$ cat src/hdl/psd_pkg.sv
// psd_pkg: shared types and constants for the pair sort and dedup block
// no dependencies; imported by psd_cell and pair_sort_dedup
`timescale 1ns / 1ps

package psd_pkg;

	localparam int KEY_W           = 64;
	localparam int ID_W            = 32;
	localparam int DEF_MAX_PAIRS   = 64;

	typedef logic [KEY_W-1:0] key_t;

	// per-cycle command broadcast to every cell
	typedef struct packed {
		logic load;
		logic shift;
	} psd_ctl_t;

endpackage

$ cat src/hdl/psd_cell.sv
// psd_cell: one slot of the insertion sorting chain, holds one packed pair key
// depends on psd_pkg
`timescale 1ns / 1ps

module psd_cell (
	input  logic            clk,
	input  logic            arst_n,
	input  psd_pkg::psd_ctl_t ctl,
	input  psd_pkg::key_t   new_key,
	input  logic            prev_vld,
	input  logic            prev_gt,
	input  psd_pkg::key_t   prev_key,
	input  logic            next_vld,
	input  psd_pkg::key_t   next_key,
	output psd_pkg::key_t   key_q,
	output logic            vld_q,
	output logic            gt
);
	import psd_pkg::*;

	assign gt = vld_q && (key_q > new_key);

	always_ff @(posedge clk or negedge arst_n) begin
		if (!arst_n) begin
			vld_q <= 1'b0;
		end else if (ctl.shift) begin
			vld_q <= next_vld;
		end else if (ctl.load) begin
			if (prev_gt || gt || (!vld_q && prev_vld)) begin
				vld_q <= 1'b1;
			end
		end
	end

	always_ff @(posedge clk) begin
		if (ctl.shift) begin
			key_q <= next_key;
		end else if (ctl.load) begin
			if (prev_gt) begin
				key_q <= prev_key;
			end else if (gt || (!vld_q && prev_vld)) begin
				key_q <= new_key;
			end
		end
	end

endmodule
$ cat config.mk
export PLATFORM = sky130hd
export DESIGN_NAME = psd_cell
export DESIGN_NICKNAME = d
export VERILOG_FILES = /design/src/hdl/psd_pkg.sv /design/src/hdl/psd_cell.sv
export SDC_FILE = /design/constraint.sdc
export NUM_CORES = 1
export LEC_CHECK = 0
export ABC_CLOCK_PERIOD_IN_PS = 7400
export BUFFER_PORTS_ARGS = -buffer_cell sky130_fd_sc_hd__buf_4
export CORE_MARGIN = 3
export CORE_UTILIZATION = 39
export CTS_CLUSTER_DIAMETER = 120
export CTS_CLUSTER_SIZE = 40
export DETAILED_ROUTE_END_ITERATION = 16
export MAX_ROUTING_LAYER = met4
export PLACE_DENSITY = 0.71
export SETUP_SLACK_MARGIN = 0.4
export SLEW_MARGIN = 10
export SYNTH_ARGS = -nofsm -noshare
export SYNTH_HDL_FRONTEND = slang
export SYNTH_SLANG_ARGS = --single-unit
$ cat constraint.sdc
create_clock -name clk -period 7.4 [get_ports clk]
set_input_delay 0.74 -clock clk [delete_from_list [all_inputs] [get_ports clk]]
set_output_delay 0.74 -clock clk [all_outputs]
set_load 0.03 [all_outputs]
==> impl_metrics.yaml <==
synthesis:
  yosysTopAreaCellShare: 0.391
  synth_area_sq_um: 4920
  yosysWarnings: 0
  synth_area_per_cell_sq_um: 9.58
  synth_nets: 776
  ys_types: 35
  synth.most_common_cell: "nand2_1"
  synthSimpleGateAreaFrac: 0.0985
  synth_top_family_by_area: "adder cells"
  synth-compound-area-share: 0.144
  synthTopCellsByArea: "edfxtp_1 (39%), ha_1 (16%), mux2i_1 (13%)"
  synth_flop_cell: "edfxtp_1"
  yosys.area_share.adder: 0.163
  netlist_instances: 513
  ys_top_cells_by_count: "nand2_1 (77), o21ai_0 (73), inv_1 (66)"
  synth-edff-count: 64
  synth_mux_area_frac: 0.130
  yosys.area.top_type: "edfxtp_1"
  synthXorXnorAreaFrac: 0
  ys_seq_elements: 65
  synth_seq_area_share: 0.396
  async_flop_share: 0.0154
die:
  fp.dieW_um: 118
  die_y_um: 118
  die_area_sq_um: 14000
  io_pins: 265
  start_util: 0.404
  fp-row-count: 40
  coreArea_sq_um: 12200
clock_tree:
  cts_hold_buf: 0
  post_cts_buffers: 0
  ctsResizeCount: 0
  insertion_delay_ns: 0.32
  clock-sinks: 65
  clk_pin_slew_ns: 0.05
  cts_root_buf: "clkbuf_16"
  cts_buffer_depth: 2
  cts_tree: "built"
  cts_made_buffers: 9
  htree_levels: 3
global_route:
  grt_usage: 0.208
  grt_start_max_net_pins: 133
  grt_pass1_vias: 4781
  busiest_layer: "met2"
  grt_use_met2: 0.371
  grt_overflow_total: 0
  use_met3: 0.0498
  grt_pass1_wl_um: 23200
  grt_antenna_before_repair: 0
  grtUsageMet1: 0.239
setup_path:
  worstReg2RegStart: "key_q[34]"
  worstReg2RegEnd: "key_q[49]"
  cp_cell_sequence: "buf_4, inv_1, ha_1, nand4_1, nor4_1, nand4b_1, a31oi_1, a211oi_1, a21oi_4, buf_4"
  critPathKind: "in2reg"
  cpMostUsedCell: "buf_4"
  cp-endpoint: "key_q[49]"
  required_ns: 7.35
  end_kind: "flop"
  crit_start: "new_key[35]"
  max_stage_delay_ns: 0.64
  critPathMaxFanout: 42
  ff2ff_path_depth: 8
  cpMaxStageDelayCell: "a21oi_4"
  reg2reg_setup_slack_ns: 3.79
  arrival_ns: 3.69
  startpoint_type: "primary input"
placement:
  numPortBuffers: 264
  post-place-ws_ns: 3.25
  dp.cells: 926
  dpl.hpwl_um: 12100
  placed_area_sq_um: 7050
  place_congestion: 0.802
timing:
  finalCritPeriodShare: 0.505
  setup_slack_ns: 3.66
  clock.fmax_ghz: 0.268
  finalHoldViolations: 0
  grt_setup_unrepaired: "false"
  slew_headroom: 0.284
  worst_pin_slew_ns: 1.07
  min_period_ns: 3.74
  slew_violations: 0
  setup_viol: 0
  finalSetupTns_ns: 0
  clock_skew_ns: 0.0100
drt:
  final_antenna_net_count: 0
  initialDrtViolationCount: 178
  drc: 0
  routed_wl_um: 14700
  vias_per_cell: 4.93
  num_vias: 4644
  wl_per_cell_um: 15.6
  first_pass_iters: 4
layout:
  finalInstanceArea_sq_um: 7360
  drive_above_1_share: 0.364
  nNetsFinal: 1032
  fillCellCount: 1089
  syn_to_final_growth_pct: 49.7
  final_cells: 942
  n_antenna_cell: 0
power:
  finalPower_mw: 1.38
  ir_drop_v: 0.000125
  leakage_nw: 3.79
  power_density_nw_per_um2: 187
worst_hold_path:
  holdCritPathClass: "in2async"
outcome:
  status: "finished clean"
job:
  max-cap-violations: 0
==> per-layer routing <==
layer / vias to the layer above / share of wire
li1: 2357 / -
met1: 2111 / 0.41
met2: 168 / 0.52
met3: 8 / 0.066
met4: 0 / 0.0078
met5: - / 0
==> worst min path at each step <==
stage | startpoint | to | slack, ns | cells after the start
2_1_floorplan | arst_n | vld_q | 0.44 | 0
3_3_place_gp | arst_n | vld_q | 0.53 | 1
3_5_place_dp | arst_n | vld_q | 0.53 | 1
4_1_cts | arst_n | vld_q | 0.19 | 1
5_1_grt | arst_n | vld_q | 0.18 | 1
6_report | arst_n | vld_q | 0.20 | 1
==> area by class of cell <==
cell class / count / area, sq um / share of cell area
clock inverter: 6 / 82.6 / 0.0112
tap: 168 / 210 / 0.0286
sequential: 65 / 1950 / 0.265
clock buffer: 10 / 229 / 0.0311
multi-input combinational: 361 / 2650 / 0.360
inverter: 66 / 248 / 0.0337
timing repair buffer: 266 / 2000 / 0.271
==> where the power goes <==
group          internal (mW)  total, mW  switching, mW
clock                  0.292      0.441          0.149
sequential             0.464      0.491         0.0271
combinational          0.200      0.447          0.247
==> critical path, delay by kind of cell <==
family          cells  cell delay (ns)
compound gates      3             0.96
fa+ha+maj           1             0.31
buf+inv             3             0.72
simple gates        3             0.93
==> logic make-up after synthesis <==
| kind of cell | Yosys count |
|---|---|
| DFF | 65 |
| muxes | 64 |
| and+or+nand+nor | 108 |
| adders and majority gates | 64 |
| AOI/OAI and AO/OA | 125 |
| buffers and inverters | 87 |
==> registers in the layout, indices dropped and copies added (netlist names) <==
name and cells:
key_q 64, vld_q 1
==> cell usage in the layout (no fill, tap or decap), types with 6 or more instances in the layout <==
master     count
clkbuf_16      9
nand2_1       77
nand3_1        6
o21ai_0       73
ha_1          64
inv_1         66
nand4_1        9
mux2i_1       64
buf_4        266
a21oi_1       24
edfxtp_1      64
a21o_1        10
==> stage by stage <==
step | hold slack [ns] | utilization
2_1_floorplan | 0.444 | -
3_3_place_gp | 0.532 | 0.580
3_5_place_dp | 0.531 | 0.580
4_1_cts | 0.192 | 0.605
5_1_grt | 0.185 | 0.605
6_report | 0.201 | 0.605
Note: power is estimated with default switching activity, not from simulation.
